--- src/hw/rtl/hrc_pkg.sv ---
`timescale 1ns / 1ps
// ----------------------------------------------------------------------------
// hrc_pkg
// Shared types, constants and helpers of the HSL to RGB converter: number
// format, hue ramp segments and the hue point selection function.
// ----------------------------------------------------------------------------
package hrc_pkg;

  // field and number format
  localparam int FIELD_W   = 16;
  localparam int FRAC_BITS = 15;
  localparam int ONE       = 1 << FRAC_BITS;
  localparam int THIRD     = ONE / 3;

  // unit range 0..ONE
  localparam int UW = FRAC_BITS + 1;
  // signed working width with headroom over both the fields and the unit range
  localparam int XW = ((FIELD_W > UW) ? FIELD_W : UW) + 3;
  // ramp slope product width
  localparam int PW = (XW - 1) + UW;
  // first product width (lightness times one plus saturation)
  localparam int MW = 2 * UW + 1;

  // segment of the piecewise-linear hue ramp
  typedef enum logic [1:0] {
    SEG_RISE = 2'd0,
    SEG_HOLD = 2'd1,
    SEG_FALL = 2'd2,
    SEG_LOW  = 2'd3
  } seg_t;

  // ramp segment and slope factor of one hue point
  typedef struct packed {
    seg_t          seg;
    logic [UW-1:0] fac;
  } hue_sel_t;

  // saturate an input field to ONE
  function automatic logic [UW-1:0] clamp_in(input logic [FIELD_W-1:0] v);
    if (XW'(v) > XW'(ONE)) begin
      return UW'(ONE);
    end
    return UW'(v);
  endfunction

  // wrap a hue point once into 0..ONE and pick its ramp segment
  function automatic hue_sel_t hue_sel(input logic signed [XW-1:0] t);
    logic signed [XW-1:0] tw;
    hue_sel_t             r;
    tw = t;
    if (tw < 0) begin
      tw = tw + XW'(ONE);
    end
    if (tw > XW'(ONE)) begin
      tw = tw - XW'(ONE);
    end
    if (tw < 0) begin
      tw = '0;
    end
    if (tw > XW'(ONE)) begin
      tw = XW'(ONE);
    end
    r.seg = SEG_LOW;
    r.fac = '0;
    if (6 * tw < ONE) begin
      r.seg = SEG_RISE;
      r.fac = UW'(6 * tw);
    end else if (2 * tw < ONE) begin
      r.seg = SEG_HOLD;
    end else if (3 * tw < 2 * ONE) begin
      r.seg = SEG_FALL;
      r.fac = UW'(2 * (2 * ONE - 3 * tw));
    end
    return r;
  endfunction

endpackage

--- src/hw/rtl/hsl_to_rgb_converter_unit.sv ---
`timescale 1ns / 1ps
// ----------------------------------------------------------------------------
// hsl_to_rgb_converter_unit
// Converts one color from hue, saturation and lightness to red, green and
// blue in unsigned Q1.15 (32768 = 1.0), in a five stage pipeline.
// ----------------------------------------------------------------------------
// A color is taken at every clock edge where start is high; busy is always
// low, so one color per clock is sustained. Red, green and blue appear in input
// order with a one cycle done strobe. The receiver cannot hold results off, so
// each result must be captured in the cycle done is high. Inputs above 1.0 are
// saturated to 1.0; outputs stay in 0..1.0. A color passes through the stages
// input clamp, lightness product and hue segment pick, q and p, the three ramp
// products, final sum and clamp.
module hsl_to_rgb_converter_unit (
  input  logic        clk,
  input  logic        rst,
  input  logic        start,
  output logic        busy,
  input  logic [15:0] hue,
  input  logic [15:0] saturation,
  input  logic [15:0] lightness,
  output logic        done,
  output logic [15:0] red,
  output logic [15:0] green,
  output logic [15:0] blue
);

  // stage a: clamped inputs
  logic                       a_valid;
  logic [hrc_pkg::UW-1:0]     a_h;
  logic [hrc_pkg::UW-1:0]     a_s;
  logic [hrc_pkg::UW-1:0]     a_l;

  // stage b: lightness product and hue segments
  logic                       b_valid;
  logic                       b_lo;
  logic [hrc_pkg::MW-1:0]     b_prod;
  logic [hrc_pkg::UW-1:0]     b_s;
  logic [hrc_pkg::UW-1:0]     b_l;
  hrc_pkg::hue_sel_t          b_sel [3];
  logic                       b_lo_next;
  logic [hrc_pkg::UW:0]       b_mul_next;
  logic [hrc_pkg::MW-1:0]     b_prod_next;
  hrc_pkg::hue_sel_t          b_sel_next [3];

  // stage c: q, p and slope
  logic                       c_valid;
  logic signed [hrc_pkg::XW-1:0] c_q;
  logic signed [hrc_pkg::XW-1:0] c_p;
  logic [hrc_pkg::XW-2:0]     c_ud;
  logic                       c_szero;
  logic [hrc_pkg::UW-1:0]     c_l;
  hrc_pkg::hue_sel_t          c_sel [3];
  logic [hrc_pkg::MW-1:0]     c_prod_sh;
  logic signed [hrc_pkg::XW-1:0] c_q_next;
  logic signed [hrc_pkg::XW-1:0] c_p_next;
  logic signed [hrc_pkg::XW-1:0] c_d;
  logic [hrc_pkg::XW-2:0]     c_ud_next;

  // stage d: ramp products
  logic                       d_valid;
  logic [hrc_pkg::PW-1:0]     d_prod [3];
  hrc_pkg::seg_t              d_seg [3];
  logic signed [hrc_pkg::XW-1:0] d_q;
  logic signed [hrc_pkg::XW-1:0] d_p;
  logic                       d_szero;
  logic [hrc_pkg::UW-1:0]     d_l;
  logic [hrc_pkg::PW-1:0]     d_prod_next [3];

  // stage e: final channel values
  logic signed [hrc_pkg::XW-1:0] e_v [3];
  logic [15:0]                e_out [3];

  // the pipeline never stalls
  assign busy = 1'b0;

  // stage a: take a transfer and saturate the inputs
  always_ff @(posedge clk) begin
    if (rst) begin
      a_valid <= 1'b0;
    end else begin
      a_valid <= start && !busy;
    end
    a_h <= hrc_pkg::clamp_in(hue);
    a_s <= hrc_pkg::clamp_in(saturation);
    a_l <= hrc_pkg::clamp_in(lightness);
  end

  // stage b: one multiplier for both forms of q, segments of the three hue points
  always_comb begin
    b_lo_next   = (hrc_pkg::XW'(a_l) << 1) < hrc_pkg::XW'(hrc_pkg::ONE);
    b_mul_next  = b_lo_next ? ((hrc_pkg::UW + 1)'(hrc_pkg::ONE) + (hrc_pkg::UW + 1)'(a_s))
                            : (hrc_pkg::UW + 1)'(a_s);
    b_prod_next = hrc_pkg::MW'(a_l) * hrc_pkg::MW'(b_mul_next);
    b_sel_next[0] = hrc_pkg::hue_sel($signed(hrc_pkg::XW'(a_h) + hrc_pkg::XW'(hrc_pkg::THIRD)));
    b_sel_next[1] = hrc_pkg::hue_sel($signed(hrc_pkg::XW'(a_h)));
    b_sel_next[2] = hrc_pkg::hue_sel($signed(hrc_pkg::XW'(a_h) - hrc_pkg::XW'(hrc_pkg::THIRD)));
  end

  always_ff @(posedge clk) begin
    if (rst) begin
      b_valid <= 1'b0;
    end else begin
      b_valid <= a_valid;
    end
    b_lo   <= b_lo_next;
    b_prod <= b_prod_next;
    b_s    <= a_s;
    b_l    <= a_l;
    for (int i = 0; i < 3; i++) begin
      b_sel[i] <= b_sel_next[i];
    end
  end

  // stage c: q, p and the non-negative ramp height
  always_comb begin
    c_prod_sh = b_prod >> hrc_pkg::FRAC_BITS;
    if (b_lo) begin
      c_q_next = $signed(hrc_pkg::XW'(c_prod_sh));
    end else begin
      c_q_next = $signed(hrc_pkg::XW'(b_l) + hrc_pkg::XW'(b_s) - hrc_pkg::XW'(c_prod_sh));
    end
    c_p_next  = $signed(hrc_pkg::XW'(b_l) << 1) - c_q_next;
    c_d       = c_q_next - c_p_next;
    c_ud_next = (c_d > 0) ? c_d[hrc_pkg::XW-2:0] : '0;
  end

  always_ff @(posedge clk) begin
    if (rst) begin
      c_valid <= 1'b0;
    end else begin
      c_valid <= b_valid;
    end
    c_q     <= c_q_next;
    c_p     <= c_p_next;
    c_ud    <= c_ud_next;
    c_szero <= (b_s == '0);
    c_l     <= b_l;
    for (int i = 0; i < 3; i++) begin
      c_sel[i] <= b_sel[i];
    end
  end

  // stage d: one slope multiplier per channel
  always_comb begin
    for (int i = 0; i < 3; i++) begin
      d_prod_next[i] = hrc_pkg::PW'(c_ud) * hrc_pkg::PW'(c_sel[i].fac);
    end
  end

  always_ff @(posedge clk) begin
    if (rst) begin
      d_valid <= 1'b0;
    end else begin
      d_valid <= c_valid;
    end
    for (int i = 0; i < 3; i++) begin
      d_prod[i] <= d_prod_next[i];
      d_seg[i]  <= c_sel[i].seg;
    end
    d_q     <= c_q;
    d_p     <= c_p;
    d_szero <= c_szero;
    d_l     <= c_l;
  end

  // stage e: ramp value per segment, gray override, clamp to 0..one
  always_comb begin
    for (int i = 0; i < 3; i++) begin
      case (d_seg[i])
        hrc_pkg::SEG_RISE,
        hrc_pkg::SEG_FALL: e_v[i] = d_p + $signed(hrc_pkg::XW'(d_prod[i] >> hrc_pkg::FRAC_BITS));
        hrc_pkg::SEG_HOLD: e_v[i] = d_q;
        hrc_pkg::SEG_LOW:  e_v[i] = d_p;
        default:           e_v[i] = d_p;
      endcase
      if (d_szero) begin
        e_v[i] = $signed(hrc_pkg::XW'(d_l));
      end
      if (e_v[i] < 0) begin
        e_out[i] = '0;
      end else if (e_v[i] > hrc_pkg::XW'(hrc_pkg::ONE)) begin
        e_out[i] = 16'(hrc_pkg::ONE);
      end else begin
        e_out[i] = 16'(e_v[i]);
      end
    end
  end

  always_ff @(posedge clk) begin
    if (rst) begin
      done <= 1'b0;
    end else begin
      done <= d_valid;
    end
    red   <= e_out[0];
    green <= e_out[1];
    blue  <= e_out[2];
  end

`ifndef ASSERT_OFF
  // a result comes only after a matching transfer
  assert property (@(posedge clk) disable iff (rst) done |-> $past(start && !busy, 5))
    else $error("result without matching transfer");

  // zero saturation gives a gray result
  assert property (@(posedge clk) disable iff (rst)
    done && ($past(saturation, 5) == 16'd0) |-> (red == green) && (green == blue))
    else $error("gray input gave colored result");

  // full lightness gives white
  assert property (@(posedge clk) disable iff (rst)
    done && (32'($past(lightness, 5)) >= hrc_pkg::ONE)
    |-> (32'(red) == hrc_pkg::ONE) && (32'(green) == hrc_pkg::ONE)
        && (32'(blue) == hrc_pkg::ONE))
    else $error("full lightness not white");

  // zero lightness gives black
  assert property (@(posedge clk) disable iff (rst)
    done && ($past(lightness, 5) == 16'd0) |-> (red == 16'd0) && (green == 16'd0)
                                               && (blue == 16'd0))
    else $error("zero lightness not black");

  // channels never exceed one
  assert property (@(posedge clk) disable iff (rst)
    done |-> (32'(red) <= hrc_pkg::ONE) && (32'(green) <= hrc_pkg::ONE)
             && (32'(blue) <= hrc_pkg::ONE))
    else $error("channel above one");
`endif

endmodule
--- config.mk ---
export PLATFORM = sky130hd
export DESIGN_NAME = hsl_to_rgb_converter_unit
export DESIGN_NICKNAME = d
export VERILOG_FILES = /design/src/hw/rtl/hrc_pkg.sv /design/src/hw/rtl/hsl_to_rgb_converter_unit.sv
export SDC_FILE = /design/constraint.sdc
export NUM_CORES = 2
export LEC_CHECK = 0
export BUFFER_PORTS_ARGS = -buffer_cell sky130_fd_sc_hd__buf_2
export CAP_MARGIN = 15
export CORE_ASPECT_RATIO = 1.4
export CORE_MARGIN = 2
export CORE_UTILIZATION = 28
export DETAILED_ROUTE_END_ITERATION = 7
export GPL_TIMING_DRIVEN = 0
export PLACE_DENSITY = 0.39
export SKIP_CTS_REPAIR_TIMING = 1
export SYNTH_ARGS = -nofsm -noshare
export SYNTH_HDL_FRONTEND = slang
export SYNTH_SLANG_ARGS = --single-unit
--- constraint.sdc ---
create_clock -name clk -period 12.5 [get_ports clk]
set_input_delay 2.5 -clock clk [delete_from_list [all_inputs] [get_ports clk]]
set_output_delay 2.5 -clock clk [all_outputs]
set_load 0.01 [all_outputs]
==> summary by stage <==
Status
The flow ran to the end, and the final reports show no timing, DRC or antenna violations.

Timing
For this run, the top clock speed supported by timing is 0.115 GHz. Setup repair after global routing left no endpoint under its margin. The number of max-slew violations in the final report is 0.

For the pin with the worst max-slew slack, the measured transition is 1.26 ns. Dividing the final minimum period by the clock period gives 69.4%. The final number of hold-violating endpoints is 0.

The worst slew margin relative to its limit is 15.7%. After layout, the minimum clock period comes to 8.68 ns. Setup violations remaining at the end of the flow were counted as 0.

For the final routed database, the setup TNS stands at 0 ns. The final hold slack is 0.300 ns. The worst-case clock skew is 0.0483 ns.

Detailed routing
The total DRC errors in the routed layout is 0. The count of nets left with antenna violations once routing finished came out at 0. The total routed wirelength is 188000 µm. In the final routed layout, each cell accounts on average for 20.7 µm.

The detailed router's first-iteration violation count is 2115. The first TritonRoute pass finished after 7 iterations. The detail-routed via count per cell is 4.70. The detailed-route via count is 42500.

Die
Once the floorplan was initialized, standard cells occupied 28.1% of the core. The number of ports placed on the die boundary is 101. The die is 530 µm tall.

The die area is 201000 µm². The die width is 380 µm. The core area is 197000 µm². The site row count is 193.

CTS
For this design, the sink count on the clock tree is 442. The level count of the clock H-tree is 2. The clock reaches the later pin of the worst-skew pair after 0.68 ns. After clock tree synthesis, the clock-pin slew on the worst setup and hold paths is 0.07 ns. The cell sitting at the root of the clock tree is a clkbuf_16.

TritonCTS built the clock tree. The worst-case clock buffer depth is 3. The number of clock buffers added by TritonCTS is 51.

Worst setup path
The critical path class is reg2reg. The worst stage delay on the critical path is 0.98 ns. Data arrives at the worst endpoint at 9.27 ns.

By instance count, the cell type seen most on the critical path is fa_1. Grouping stages by cell kind, the critical path spends the most delay in adder cells. The master of the slowest instance on the critical path is o41ai_1.

In this run the worst path has a maximum fanout of 10. The signal on the critical path passes through clkbuf_1, nor2_1, ha_1, clkbuf_1, nand2_1, fa_1, inv_1, fa_1, inv_1, fa_1, fa_1, fa_1, inv_1, fa_1, ha_1, nand4_1, or2_2, nor2_1, and4_1, a221oi_1, o41ai_1, a2111oi_0, nor3_1, xor2_1. Together, buffers and inverters on the worst path number 5. The required time reported for the critical path endpoint is 13.10 ns. STA classifies the critical path startpoint as a register. The worst setup path is captured at a register.

Place
The count of input and output buffers is 96. After legalization and detailed placement, the total HPWL measured 159000 µm. Routability-driven placement finished with a final weighted congestion of 0.865.

The area of placed instances is 59300 µm².

Synth
By area the synthesized netlist is led by fa_1 (30%), dfxtp_1 (16%), ha_1 (14%), inv_1 (7.1%), nand2_1 (5.8%). In this run the cell area of the synthesized design comes to 55400 µm². After synthesis, the netlist uses 83 different library cells. The Yosys step of the flow raised 0 warnings.

The share of the yosys chip area belonging to registers is 16.0%. After synthesis, the largest area contributor takes up 30.1% of total cell area. In this run, synthesis produced a sequential element count of 442.

The leading register cell type out of synthesis is dfxtp_1. The per-instance average area after synthesis is 8.95 µm². After synthesis, the share of flip-flops with an asynchronous set or reset is 0%. Synthesis produced 6191 cells.

Summed over all instances, the cell type with the most area after synthesis is fa_1. The number of enable flip-flop cells after synthesis is 0.

Pwr
The static power due to leakage is 28.6 nW. IR analysis of the VDD net gives a maximum drop of 0.133 mV. The ratio of total power to cell area is 221 nW/µm². After layout, the design draws a total of 0.0135 W.

Final layout
The final design instance area without fill is 61000 µm². In the layout the commonest cells are inv_1 (1054), nand2_1 (853), fa_1 (832), ha_1 (634), dfxtp_1 (442). The layout overhead on the synthesized area is 10.2%. The post-route netlist has 4.05% of its cells at a drive strength greater than 1. The most common cell after layout, fill and taps aside is inv_1.

The final net count is 7889.

GRT
Global routing used 18.6% of the available tracks across all layers. The total congestion overflow is 0. The number of global-route vias before repair came to 45500.

The initial antenna violation count was 19. Entering global routing, the biggest net connects 16 pins. The global-route wire length before repair is 283000 µm.

Worst hold path
The worst hold path belongs to the class reg2reg.

Flow run
The max capacitance violation total is 0.
-- registers in the layout, indices dropped and copies added, names as in the netlist, 17 cells and up --
name / count
c_sel: 51
c_ud: 17
b_prod: 18
c_q: 18
c_p: 19
d_p: 19
d_q: 18
d_prod: 57
b_sel: 51
-- cell usage after synthesis, types with 23 or more instances --
| library cell | number |
|---|---|
| ha_1 | 634 |
| and2_1 | 345 |
| and3_1 | 28 |
| o21a_1 | 44 |
| mux2i_1 | 47 |
| inv_1 | 1054 |
| mux2_2 | 25 |
| nand4_1 | 27 |
| nand2_1 | 853 |
| o31ai_1 | 27 |
| nand3_1 | 60 |
| clkbuf_1 | 270 |
| a21o_1 | 80 |
| nor2b_1 | 77 |
| a211oi_1 | 45 |
| xor2_1 | 68 |
| a21oi_1 | 204 |
| a31oi_1 | 23 |
| nor4_1 | 32 |
| or3_1 | 28 |
| nor3_1 | 87 |
| xnor2_1 | 140 |
| dfxtp_1 | 442 |
| nand2b_1 | 51 |
| fa_1 | 832 |
| nor2_1 | 202 |
| o21ai_0 | 133 |
-- layer usage --
| layer | track usage (%) | share of wire [%] | vias to the layer above |
|---|---|---|---|
| li1 | - | - | 20000 |
| met1 | 21.5 | 40 | 21400 |
| met2 | 35.8 | 54 | 801 |
| met3 | 1.28 | 2.6 | 246 |
| met4 | 6.79 | 3.9 | 2 |
| met5 | 0 | 0.0069 | - |
-- per-stage QoR --
| step | setup WS, ns | cells | utilization [%] |
|---|---|---|---|
| 6_report | 3.82 | 9053 | 31.0 |
| 3_3_place_gp | 3.55 | 8950 | 30.1 |
| 5_1_grt | 3.26 | 9049 | 31.0 |
| 2_1_floorplan | 5.77 | 6222 | - |
| 3_5_place_dp | 3.56 | 8951 | 30.1 |
| 4_1_cts | 3.51 | 9045 | 31.0 |
-- report_power, final --
part / total [W] / internal, W / switching [W]
Combinational: 0.00969 / 0.00355 / 0.00614
Sequential: 0.00224 / 0.00186 / 0.000384
Clock: 0.00154 / 0.000861 / 0.000679
Total: 0.0135 / 0.00627 / 0.00720
-- cell families (layout without fill, tap and decap cells) --
| kind of cell | after synthesis | after routing | synth area share [%] |
|---|---|---|---|
| compound gates | 784 | 784 | 9.50 |
| xor+xnor | 208 | 208 | 3.29 |
| fa+ha+maj | 1466 | 1466 | 44.4 |
| buf+inv | 1341 | 1532 | 9.13 |
| flops | 442 | 442 | 16.0 |
| mux | 72 | 72 | 1.36 |
| other cells | 2 | 41 | 0.0136 |
| simple gates | 1876 | 1876 | 16.3 |
-- worst register-to-register path, delay by kind of cell (launching register included) --
kind / cells / cell delay (ns)
compound gates: 3 / 1.35
xor+xnor: 1 / 0.18
fa+ha+maj: 8 / 3.95
buf+inv: 5 / 1.27
flops: 1 / 0.38
simple gates: 7 / 1.47
-- worst paths after layout --
| path | from | to | slack [ns] | cells after the start |
|---|---|---|---|---|
| hold reg to reg | c_l[2] | d_l[2] | 0.30 | 0 |
| setup / recovery | a_l[14] | b_prod[30] | 3.82 | 24 |
| setup reg to reg | a_l[14] | b_prod[30] | 3.82 | 24 |
| hold / removal | c_l[2] | d_l[2] | 0.30 | 0 |
-- area by class of cell --
class / count / area (µm²)
Antenna cell: 8 / 20.0
Buffer: 287 / 1100
Clock buffer: 63 / 1370
Clock inverter: 31 / 358
Fill cell: 21100 / 136000
Inverter: 1054 / 3960
Multi-Input combinational cell: 4439 / 41600
Sequential cell: 442 / 8850
Tap cell: 2632 / 3290
Timing Repair Buffer: 97 / 495
Power figures use the tool's default switching activity.
